`src/sv/cau_pkg.sv`:
```
package cau_pkg;

    // Fixed-point format and internal widths
    localparam int FRAC_BITS = 16;
    localparam int DW        = 32;             // operand / result part
    localparam int PW        = 64;             // product width
    localparam int SW        = PW + 1;         // sum of two products
    localparam int QB        = 33;             // quotient bits kept (2^33 and up is huge)
    localparam int NW        = PW + FRAC_BITS; // scaled dividend

    localparam logic [DW-1:0] SAT_POS = 32'h7FFF_FFFF;
    localparam logic [DW-1:0] SAT_NEG = 32'h8000_0000;

    // Operation codes
    localparam logic [2:0] FN_ADD = 3'd0;
    localparam logic [2:0] FN_SUB = 3'd1;
    localparam logic [2:0] FN_MUL = 3'd2;
    localparam logic [2:0] FN_DIV = 3'd3;
    localparam logic [2:0] FN_NEG = 3'd4;
    localparam logic [2:0] FN_EQ  = 3'd5;
    localparam logic [2:0] FN_NE  = 3'd6;

    typedef struct packed {
        logic [2:0]             func;
        logic signed [DW-1:0]   a_re;
        logic signed [DW-1:0]   a_im;
        logic signed [DW-1:0]   b_re;
        logic signed [DW-1:0]   b_im;
    } t_in;

    typedef struct packed {
        logic signed [DW-1:0]   res_re;
        logic signed [DW-1:0]   res_im;
        logic                   compare_true;
        logic                   overflow;
        logic                   divide_by_zero;
    } t_out;

    // After the multipliers
    typedef struct packed {
        logic [2:0]             func;
        logic signed [PW-1:0]   p_rr;
        logic signed [PW-1:0]   p_ii;
        logic signed [PW-1:0]   p_ri;
        logic signed [PW-1:0]   p_ir;
        logic [PW-1:0]          d_rr;
        logic [PW-1:0]          d_ii;
        t_out                   simple;
    } t_s1;

    // After the product sums
    typedef struct packed {
        logic [2:0]             func;
        logic signed [SW-1:0]   s_re;
        logic signed [SW-1:0]   s_im;
        logic [PW-1:0]          den;
        t_out                   simple;
    } t_s2;

    // One quotient lane of the divider
    typedef struct packed {
        logic                   neg;
        logic                   huge;
        logic [PW-1:0]          rem;
        logic [QB-1:0]          nlo;
        logic [QB-1:0]          q;
    } t_lane;

    // Word travelling through the divider steps
    typedef struct packed {
        logic [2:0]             func;
        logic [PW-1:0]          den;
        logic                   dz;
        t_lane                  re;
        t_lane                  im;
        t_out                   res;
    } t_dv;

    typedef struct packed {
        logic                   ovf;
        logic [DW-1:0]          val;
    } t_sat;

    // Clamp a 33-bit sum to 32 bits
    function automatic t_sat sat33(logic signed [DW:0] v);
        t_sat r;
        r.ovf = v[DW] != v[DW-1];
        r.val = r.ovf ? (v[DW] ? SAT_NEG : SAT_POS) : v[DW-1:0];
        return r;
    endfunction

    // Clamp a 65-bit value to 32 bits
    function automatic t_sat sat65(logic signed [SW-1:0] v);
        t_sat r;
        r.ovf = !((&v[SW-1:DW-1]) || !(|v[SW-1:DW-1]));
        r.val = r.ovf ? (v[SW-1] ? SAT_NEG : SAT_POS) : v[DW-1:0];
        return r;
    endfunction

    // Clamp a sign/magnitude quotient to 32 bits
    function automatic t_sat satq(logic neg, logic huge, logic [QB-1:0] q);
        t_sat r;
        if (!neg) begin
            r.ovf = huge || (|q[QB-1:DW-1]);
            r.val = r.ovf ? SAT_POS : q[DW-1:0];
        end else begin
            r.ovf = huge || (q > QB'({1'b1, {(DW-1){1'b0}}}));
            r.val = r.ovf ? SAT_NEG : DW'(~q[DW-1:0] + DW'(1));
        end
        return r;
    endfunction

endpackage

```
`src/sv/cau_final.sv`:
```
module cau_final (
    input  logic            i_clk,
    input  logic            i_rst_n,
    input  logic            i_adv,
    input  logic            i_valid,
    input  cau_pkg::t_dv    i_data,
    output logic            o_valid,
    output cau_pkg::t_out   o_data
);

    logic           r_valid;
    cau_pkg::t_out  r_data;
    cau_pkg::t_out  n_data;

    // Quotient saturation and the zero-divisor case; output register
    always_comb begin
        cau_pkg::t_sat sr;
        cau_pkg::t_sat si;
        sr = cau_pkg::satq(i_data.re.neg, i_data.re.huge, i_data.re.q);
        si = cau_pkg::satq(i_data.im.neg, i_data.im.huge, i_data.im.q);
        n_data = i_data.res;
        if (i_data.func == cau_pkg::FN_DIV) begin
            if (i_data.dz) begin
                n_data = '0;
                n_data.divide_by_zero = 1'b1;
            end else begin
                n_data.res_re   = sr.val;
                n_data.res_im   = si.val;
                n_data.overflow = sr.ovf | si.ovf;
            end
        end
    end

    always_ff @(posedge i_clk) begin
        if (!i_rst_n) begin
            r_valid <= 1'b0;
        end else if (i_adv) begin
            r_valid <= i_valid;
        end
        if (i_adv) begin
            r_data <= n_data;
        end
    end

    assign o_valid = r_valid;
    assign o_data  = r_data;

endmodule

```
`config.mk`:
```
export PLATFORM = sky130hd
export DESIGN_NAME = cau_final
export DESIGN_NICKNAME = d
export VERILOG_FILES = /design/src/sv/cau_pkg.sv /design/src/sv/cau_final.sv
export SDC_FILE = /design/constraint.sdc
export NUM_CORES = 1
export LEC_CHECK = 0
export BUFFER_PORTS_ARGS = -buffer_cell sky130_fd_sc_hd__clkbuf_2
export CAP_MARGIN = 10
export CORE_AREA = 2 2 185 187
export CTS_CLUSTER_SIZE = 8
export DETAILED_ROUTE_END_ITERATION = 8
export DIE_AREA = 0 0 187 189
export MAX_ROUTING_LAYER = met4
export PLACE_DENSITY = 0.5
export SLEW_MARGIN = 20
export SYNTH_ARGS = -nofsm -noshare
export SYNTH_HDL_FRONTEND = slang
export SYNTH_SLANG_ARGS = --single-unit
```
`constraint.sdc`:
```
create_clock -name i_clk -period 4.6 [get_ports i_clk]
set_input_delay 0.23 -clock i_clk [delete_from_list [all_inputs] [get_ports i_clk]]
set_output_delay 0.23 -clock i_clk [all_outputs]
set_load 0.01 [all_outputs]
```
==> results_dict.tcl, run 1 <==
set metrics [dict create \
    status "complete, no violations" \
    crit_slowest_cell "or4_1" \
    achievable-frequency_mhz 346 \
    wl_um 22600 \
    drcViolationCount 0 \
    fin_skew_ns 0 \
    finalSetupTns_ns 0 \
    placed_area_um2 6380 \
    ios 471 \
    cts_tree "yes" \
    reg2reg_slack_ns 3.99 \
    cp_common_cell "or4_1" \
    sw_frac_of_total_pct 28.8 \
    dieWidth_um 187 \
    start_util_pct 14.5 \
    ir_drop_mv 0.150 \
    cpPeakStageDelay_ns 0.63 \
    rsz0062_at_grt "false" \
    grt_pass1_vias 5301 \
    antenna_found_initial 0 \
    grt_usage_pct 13.1 \
    port_buffers 212 \
    insertedDiodeCount 0 \
    hold_violations 0 \
    path_buf_inv 2 \
    cp_top_family "simple AND/OR/NAND/NOR gates" \
    clk_latency_ns 0.36 \
    yosysSeqAreaShare_pct 42.0 \
    n_fill_cell 3763 \
    power_frac_seq_pct 39.8 \
    gr-total-overflow 0 \
    hpwl_um 17800 \
    grt_max_degree 53 \
    die_area_um2 35300 \
    pwr-share-clk_pct 41.2 \
    path_class "in2reg" \
    post-cts-setup-buffers 0 \
    syn_area_um2 4840 \
    ctsRootBufferMaster "clkbuf_16" \
    synth-main-ff-cell "edfxtp_1" \
    htree_levels 3 \
    syn_inst 572 \
    finalInstanceArea_um2 6710 \
    place_congestion 0.890 \
    nets 1171 \
    worstPathRequired_ns 4.67 \
    max_slew_margin_pct 37.4 \
    switchingPower_mw 0.552 \
    synth_edf_count 67 \
    intPower_mw 1.37 \
    crit_fanout 31 \
    rows 67 \
    via_per_inst 4.43 \
    hold_path_class "in2reg" \
    drv_cap 0 \
    leakage_nw 2.66 \
    area_growth_pct 38.5 \
    drive_above_1_share_pct 32.7 \
    ys_ff_latch 68 \
    end_kind "flop" \
    core_um2 33300 \
    die_h_um 189 \
    combPwrFrac_pct 19.0 \
    min_period_over_period_pct 62.8 \
    via_count 5400 \
    tightestPinTransition_ns 0.930 \
    drt-initial-drc-count 345 \
    drv_slew 0 \
    cts_sinks 68 \
    synth.distinct_cells 57 \
    wire_per_inst_um 18.6 \
    startpoint_type "input pin" \
    hold_buffers 0 \
    arrival_ns 2.96 \
    drt_pass1_iterations 4 \
    grt_pass1_wl_um 33500 \
    ant_nets 0 \
    path_clk_slew_ns 0.07 \
    ys_warn_count 0 \
    syn-mean-instance-area_um2 8.46 \
    cts_buffers 9 \
    cts.repair.resized 0 \
    holdWs_ns 0.0843 \
    syn_nets 977 \
    power_density_nw_per_um2 286 \
    clock_path_buffers 2 \
    async_reset_ff_share_pct 0 \
    setup_violations 0 \
    fin_crit_ns 2.89 \
    crit_chain "clkbuf_2 > or4_1 > or4_1 > or3_4 > a2bb2oi_2 > buf_4 > o31ai_1" \
]
[worst register-to-register path: cells and delay by family (launching register included)]
family | cells | cell delay, ns
flops | 1 | 0.32
mux | 1 | 0.13
simple gates | 1 | 0.06
[cell type report]
class	instances	area, um^2	area share [%]
multi-input cells	456	2610	39.0
clock inverters	6	87.6	1.31
clock buffers	10	239	3.56
repair buffers	223	1140	17.1
flip-flops and latches	68	2030	30.3
inverters	8	30.0	0.448
well taps	448	561	8.36
[cell usage after synthesis, types with 3 or more instances]
master / count / area share [%]
or3_1: 10 / 1.3
nor3_1: 19 / 2.0
and3_1: 3 / 0.39
nand3_1: 15 / 1.6
inv_1: 8 / 0.62
and2_1: 3 / 0.39
edfxtp_1: 67 / 42
clkbuf_1: 36 / 2.8
o21ai_0: 43 / 4.4
a31oi_1: 15 / 1.9
nand4_1: 22 / 2.8
nand2_1: 109 / 8.5
mux2i_1: 5 / 1.0
or4_1: 12 / 1.9
o22ai_1: 12 / 1.6
nor4b_1: 3 / 0.54
a21oi_1: 47 / 4.9
o311a_1: 4 / 0.83
nor4_1: 13 / 1.7
o31ai_1: 33 / 5.1
nor3b_1: 4 / 0.62
nand2b_1: 7 / 0.90
o311ai_0: 5 / 0.90
nor2_1: 31 / 2.4
[sequential cells by signal, summed over array words and instances, names as in the netlist]
name and count:
o_valid 1, o_data 67
[power by group through the flow]
stage                     Clock [mW]  Sequential, mW  Combinational (mW)
after floorplan                    0           0.803               0.115
after global placement             0           0.775               0.369
after detailed placement           0           0.775               0.369
after CTS                      0.826           0.763               0.372
after global routing           0.841           0.768               0.409
final                          0.791           0.763               0.365
[layer usage]
metal	part of all wire (%)	global-route usage (%)	vias to the layer above
li1	-	-	2612
met1	43	16.0	2469
met2	40	18.2	303
met3	16	8.12	16
met4	0.78	2.41	0
met5	0	-	-
[logic make-up after synthesis]
family / Yosys count / share of synthesized area (%)
AOI/OAI and AO/OA: 182 / 24.1
xor gates and xnor gates: 1 / 0.181
adders and majority gates: 2 / 0.517
buffers and inverters: 48 / 4.06
DFF: 68 / 42.0
muxes: 5 / 1.03
and+or+nand+nor: 266 / 28.1
[worst paths after layout]
check                   start          to  cells past startpoint
setup reg to reg      o_valid     o_valid                      2
setup / recovery  i_data[217]  o_data[60]                      7
hold / removal        i_rst_n     o_valid                      2
hold reg to reg       o_valid     o_valid                      2
[stage by stage]
stage | instances | worst slack, ns | utilization, % | total power, mW
6_report | 1219 | 1.71 | 20.1 | 1.92
5_1_grt | 1219 | 1.64 | 20.1 | 2.02
4_1_cts | 1219 | 1.81 | 20.1 | 1.96
3_5_place_dp | 1203 | 1.44 | 19.2 | 1.14
3_3_place_gp | 1203 | 1.41 | 19.2 | 1.14
2_1_floorplan | 572 | 2.06 | - | 0.918
[layout by cell type (no fill, tap or decap), types with 3 or more instances in the layout]
| cell type | Yosys | layout |
|---|---|---|
| clkbuf_2 | 0 | 211 |
| nand2_1 | 109 | 109 |
| edfxtp_1 | 67 | 67 |
| a21oi_1 | 47 | 47 |
| o21ai_0 | 43 | 43 |
| o31ai_1 | 33 | 33 |
| nor2_1 | 31 | 31 |
| nand4_1 | 22 | 22 |
| nor3_1 | 19 | 19 |
| nand3_1 | 15 | 15 |
| a31oi_1 | 15 | 15 |
| nor4_1 | 13 | 13 |
| or4_1 | 12 | 12 |
| o22ai_1 | 12 | 12 |
| buf_4 | 0 | 11 |
| or3_1 | 10 | 10 |
| clkbuf_16 | 0 | 9 |
| inv_1 | 8 | 8 |
| nand2b_1 | 7 | 7 |
| o311ai_0 | 5 | 5 |
| mux2i_1 | 5 | 5 |
| nor3b_1 | 4 | 4 |
| o311a_1 | 4 | 4 |
| nor4b_1 | 3 | 3 |
| and3_1 | 3 | 3 |
| and2_1 | 3 | 3 |
| clkinvlp_4 | 0 | 3 |
Note: power is estimated with default switching activity, not from simulation.
==> inputs of run 2 (changes only) <==
- clock period: 4.6 -> 2.7 ns (I/O delays scaled with it)
==> run 2 against run 1 <==
  * Clock skew is the same
  * Sequential power grew 70%
  * First-iteration DRC count grew 23%
  * Routed wire length grew 1.9%
  * Worst hold slack lost 0.038 ns
  * Non-clock buffer count grew 54
  * Cell count grew 4.4%
  * Power grew 77%
  * Core utilization grew 1.4 points
  * Worst setup slack lost 1.6 ns
  * Largest power group unchanged
==> results_dict.tcl, run 2 (synthesis results as in run 1) <==
set metrics [dict create \
    cp_top_family "simple AND/OR/NAND/NOR gates" \
    end_kind "flop" \
    dp_slack_ns -0.228 \
    fin_util_pct 21.6 \
    start_util_pct 14.5 \
    clk_latency_ns 0.35 \
    drv_cap 0 \
    clock_path_buffers 2 \
    finalInstanceArea_um2 7170 \
    grt_pass1_wl_um 34000 \
    area_growth_pct 48.2 \
    crit_chain "clkbuf_2 > or4_1 > or4_1 > or3_4 > a2bb2oi_2 > o41ai_1 > buf_4" \
    status "complete, no violations" \
    final_common_cell "clkbuf_2" \
    achievable-frequency_mhz 391 \
    setup_violations 0 \
    wl_um 23100 \
    htree_levels 3 \
    tightestPinTransition_ns 0.769 \
    min_period_over_period_pct 94.8 \
    grt_usage_pct 13.3 \
    hpwl_um 18500 \
    power.total_mw 3.40 \
    path_buf_inv 2 \
    hold_path_class "in2reg" \
    crit_fanout 9 \
    gr-total-overflow 0 \
    path_clk_slew_ns 0.06 \
    die_h_um 189 \
    worstPathRequired_ns 2.93 \
    nets 1225 \
    ir_drop_mv 0.283 \
    drv_slew 0 \
    finalSetupTns_ns 0 \
    grt_max_degree 66 \
    place_congestion 0.899 \
    grt_pass1_vias 5483 \
    hold_violations 0 \
    via_per_inst 4.40 \
    drive_above_1_share_pct 37.0 \
    drt-initial-drc-count 423 \
    startpoint_type "input pin" \
    leakage_nw 2.95 \
    insertedDiodeCount 0 \
    fin_skew_ns 0 \
    core_um2 33300 \
    post-cts-setup-buffers 0 \
    drcViolationCount 0 \
    setup_slack_ns 0.140 \
    via_count 5601 \
    arrival_ns 2.79 \
    path_class "in2reg" \
    ios 471 \
    cts_tree "yes" \
    cts_buffers 9 \
    die_area_um2 35300 \
    power_density_nw_per_um2 473 \
    port_buffers 212 \
    drt_pass1_iterations 4 \
    dieWidth_um 187 \
    crit_slowest_cell "o41ai_1" \
    final_cell_mix "clkbuf_2, nand2_1, edfxtp_1" \
    rsz0062_at_grt "false" \
    placed_area_um2 6810 \
    cpPeakStageDelay_ns 0.61 \
    rows 67 \
    antenna_found_initial 0 \
    max_slew_margin_pct 48.7 \
    cp_common_cell "or4_1" \
    ctsRootBufferMaster "clkbuf_16" \
    wire_per_inst_um 18.1 \
    cts_sinks 68 \
    ant_nets 0 \
    fin_crit_ns 2.56 \
    largest_reg_flops 67 \
]
==> run 2: worst paths after layout <==
| check | startpoint | endpoint | slack (ns) | cells past startpoint |
|---|---|---|---|---|
| max reg2reg | o_valid | o_valid | 2.09 | 2 |
| min reg2reg | o_valid | o_valid | 0.55 | 2 |
| max | i_data[217] | o_data[61] | 0.14 | 7 |
| min | i_data[0] | o_data[0] | 0.05 | 2 |
==> run 2: final cells by class <==
| cell class | instances | area, um^2 |
|---|---|---|
| fill | 3749 | 26100 |
| multi-input combinational | 456 | 2610 |
| sequential | 68 | 2030 |
| timing repair buffer | 277 | 1590 |
| tap | 448 | 561 |
| clock buffer | 10 | 239 |
| clock inverter | 6 | 111 |
| inverter | 8 | 30.0 |
==> run 2: per-stage QoR <==
step / std cells / hold slack [ns]
2_1_floorplan: 572 / 0.247
3_3_place_gp: 1256 / 0.356
3_5_place_dp: 1256 / 0.382
4_1_cts: 1273 / 0.0350
5_1_grt: 1273 / 0.0436
6_report: 1273 / 0.0462
==> run 2: worst register-to-register path, cell delays in order (launching register included) <==
cell,delay (ns)
dfxtp_1,0.32
mux2i_1,0.12
nor2b_1,0.06
==> run 2: where the power goes <==
part	switching, mW	total [mW]	internal, mW
Combinational	0.408	0.671	0.263
Clock	0.499	1.43	0.928
Sequential	0.0296	1.30	1.27
==> run 2: timing repair <==
| item | CTS | global route |
|---|---|---|
| hold buffers | 1 | 0 |
| resized for setup | 0 | 0 |
| endpoints found under the hold margin | 1 | 0 |
==> run 2: layer usage <==
metal / up-vias / GRT usage [%] / part of all wire (%)
li1: 2720 / - / -
met5: - / - / 0
met4: 0 / 2.75 / 1.2
met1: 2574 / 16.3 / 43
met3: 19 / 7.91 / 15
met2: 288 / 18.6 / 40
==> inputs of run 3 (changes only) <==
- CORE_AREA: 2 2 185 187 -> 8 8 176 178
- DIE_AREA: 0 0 187 189 -> 0 0 184 186
- PLACE_DENSITY: 0.5 -> 0.55
- clock period: 2.7 -> 3.2 ns (I/O delays scaled with it)
==> run 3 against run 2 <==
  * Routed wire length is 1.2% higher
  * Worst setup slack better by 0.37 ns
  * Global-route usage is 0.31 points higher
  * Non-clock buffer count fell by 39
  * Worst hold slack got worse by 0.0063 ns
  * Sequential power is 15% lower
  * Clock skew unchanged
  * Combinational power decreased by 21%
  * Via count decreased by 1.5%
  * Largest cell class unchanged
  * Highest routed layer unchanged
==> results_dict.tcl, run 3 (synthesis results as in run 1) <==
set metrics [dict create \
    status "complete, no violations" \
    clk_latency_ns 0.34 \
    tightestPinTransition_ns 0.800 \
    ant_nets 0 \
    core_um2 28200 \
    fin_skew_ns 0 \
    power_density_nw_per_um2 385 \
    gr-total-overflow 0 \
    path_class "in2reg" \
    grt_pass1_vias 5396 \
    ctsRootBufferMaster "clkbuf_16" \
    drive_above_1_share_pct 33.8 \
    place_congestion 0.893 \
    cts_sinks 68 \
    ir_drop_mv 0.269 \
    wire_per_inst_um 20.0 \
    cts.repair.resized 0 \
    drt_pass1_iterations 5 \
    cts_buffers 9 \
    final_common_cell "clkbuf_2" \
    power_frac_seq_pct 42.6 \
    arrival_ns 2.77 \
    grt_max_degree 66 \
    grt_usage_pct 13.6 \
    clock_path_buffers 2 \
    fin_crit_ns 2.69 \
    die_area_um2 34200 \
    startpoint_type "input pin" \
    path_clk_slew_ns 0.07 \
    hold_path_class "in2reg" \
    hpwl_um 18600 \
    via_per_inst 4.72 \
    intPower_mw 1.79 \
    cts_tree "yes" \
    drv_slew 0 \
    setup_violations 0 \
    insertedDiodeCount 0 \
    antenna_found_initial 0 \
    post-cts-setup-buffers 0 \
    grt_pass1_wl_um 33800 \
    final_cell_mix "clkbuf_2, nand2_1, edfxtp_1" \
    nets 1186 \
    achievable-frequency_mhz 372 \
    port_buffers 212 \
    htree_levels 3 \
    hold_violations 0 \
    sw_frac_of_total_pct 30.4 \
    switchingPower_mw 0.783 \
    hold_buffers 0 \
    dieWidth_um 184 \
    end_kind "flop" \
    worstPathRequired_ns 3.28 \
    drv_cap 0 \
    crit_fanout 15 \
    start_util_pct 17.1 \
    drcViolationCount 0 \
    drt-initial-drc-count 528 \
    combPwrFrac_pct 20.6 \
    fin_cells 1170 \
    via_count 5517 \
    dp_cells 1154 \
    min_period_over_period_pct 84.1 \
    max_slew_margin_pct 46.6 \
    wl_um 23400 \
    ios 471 \
    leakage_nw 2.71 \
    area_growth_pct 38.0 \
    pwr-share-clk_pct 36.8 \
    die_h_um 186 \
    rows 62 \
    finalSetupTns_ns 0 \
    rsz0062_at_grt "false" \
    largest_reg_flops 67 \
]
run 3: final cells by class:
cell class,instances,area (um^2)
clock buffers,10,229
multi-input cells,456,2610
fillers,3170,21600
flip-flops and latches,68,2030
well taps,384,480
clock inverters,6,41.3
inverters,8,30.0
repair buffers,238,1260
run 3: metal layers:
layer | routed length [um] | vias to the layer above | track usage, %
met5 | 0 | - | -
met4 | 259 | 0 | 2.55
met3 | 3400 | 14 | 7.46
met2 | 9490 | 312 | 19.0
met1 | 10200 | 2551 | 17.0
li1 | - | 2640 | -
run 3: critical path: stages:
cell and delay (ns):
clkbuf_2 0.13, or4_1 0.54, or4_1 0.50, or3_4 0.44, a2bb2oi_2 0.29, buf_4 0.25
o31ai_1 0.44
run 3: path summary, 6_finish.rpt:
kind | startpoint | endpoint | slack (ns) | cells past startpoint
hold reg to reg | o_valid | o_valid | 0.54 | 2
hold / removal | i_rst_n | o_valid | 0.04 | 2
setup reg to reg | o_valid | o_valid | 2.60 | 2
setup / recovery | i_data[217] | o_data[60] | 0.51 | 7
run 3: power by group through the flow:
| stage | Combinational [mW] | Clock [mW] | Sequential (mW) |
|---|---|---|---|
| floorplan | 0.165 | 0 | 1.15 |
| global placement | 0.533 | 0 | 1.11 |
| detailed placement | 0.535 | 0 | 1.12 |
| CTS | 0.537 | 0.985 | 1.10 |
| global route | 0.588 | 1.02 | 1.11 |
| finish | 0.530 | 0.948 | 1.10 |
run 3: per-stage QoR:
stage	utilization [%]	hold slack [ns]	power [mW]	setup WS (ns)	area, um^2
after CTS	23.7	0.0206	2.62	0.503	6680
after global routing	23.7	0.0199	2.71	0.446	6680
after detailed placement	22.7	0.384	1.65	0.187	6410
after global placement	22.7	0.377	1.65	0.184	6410
final	23.7	0.0399	2.57	0.508	6680
after floorplan	-	0.272	1.32	0.730	4840
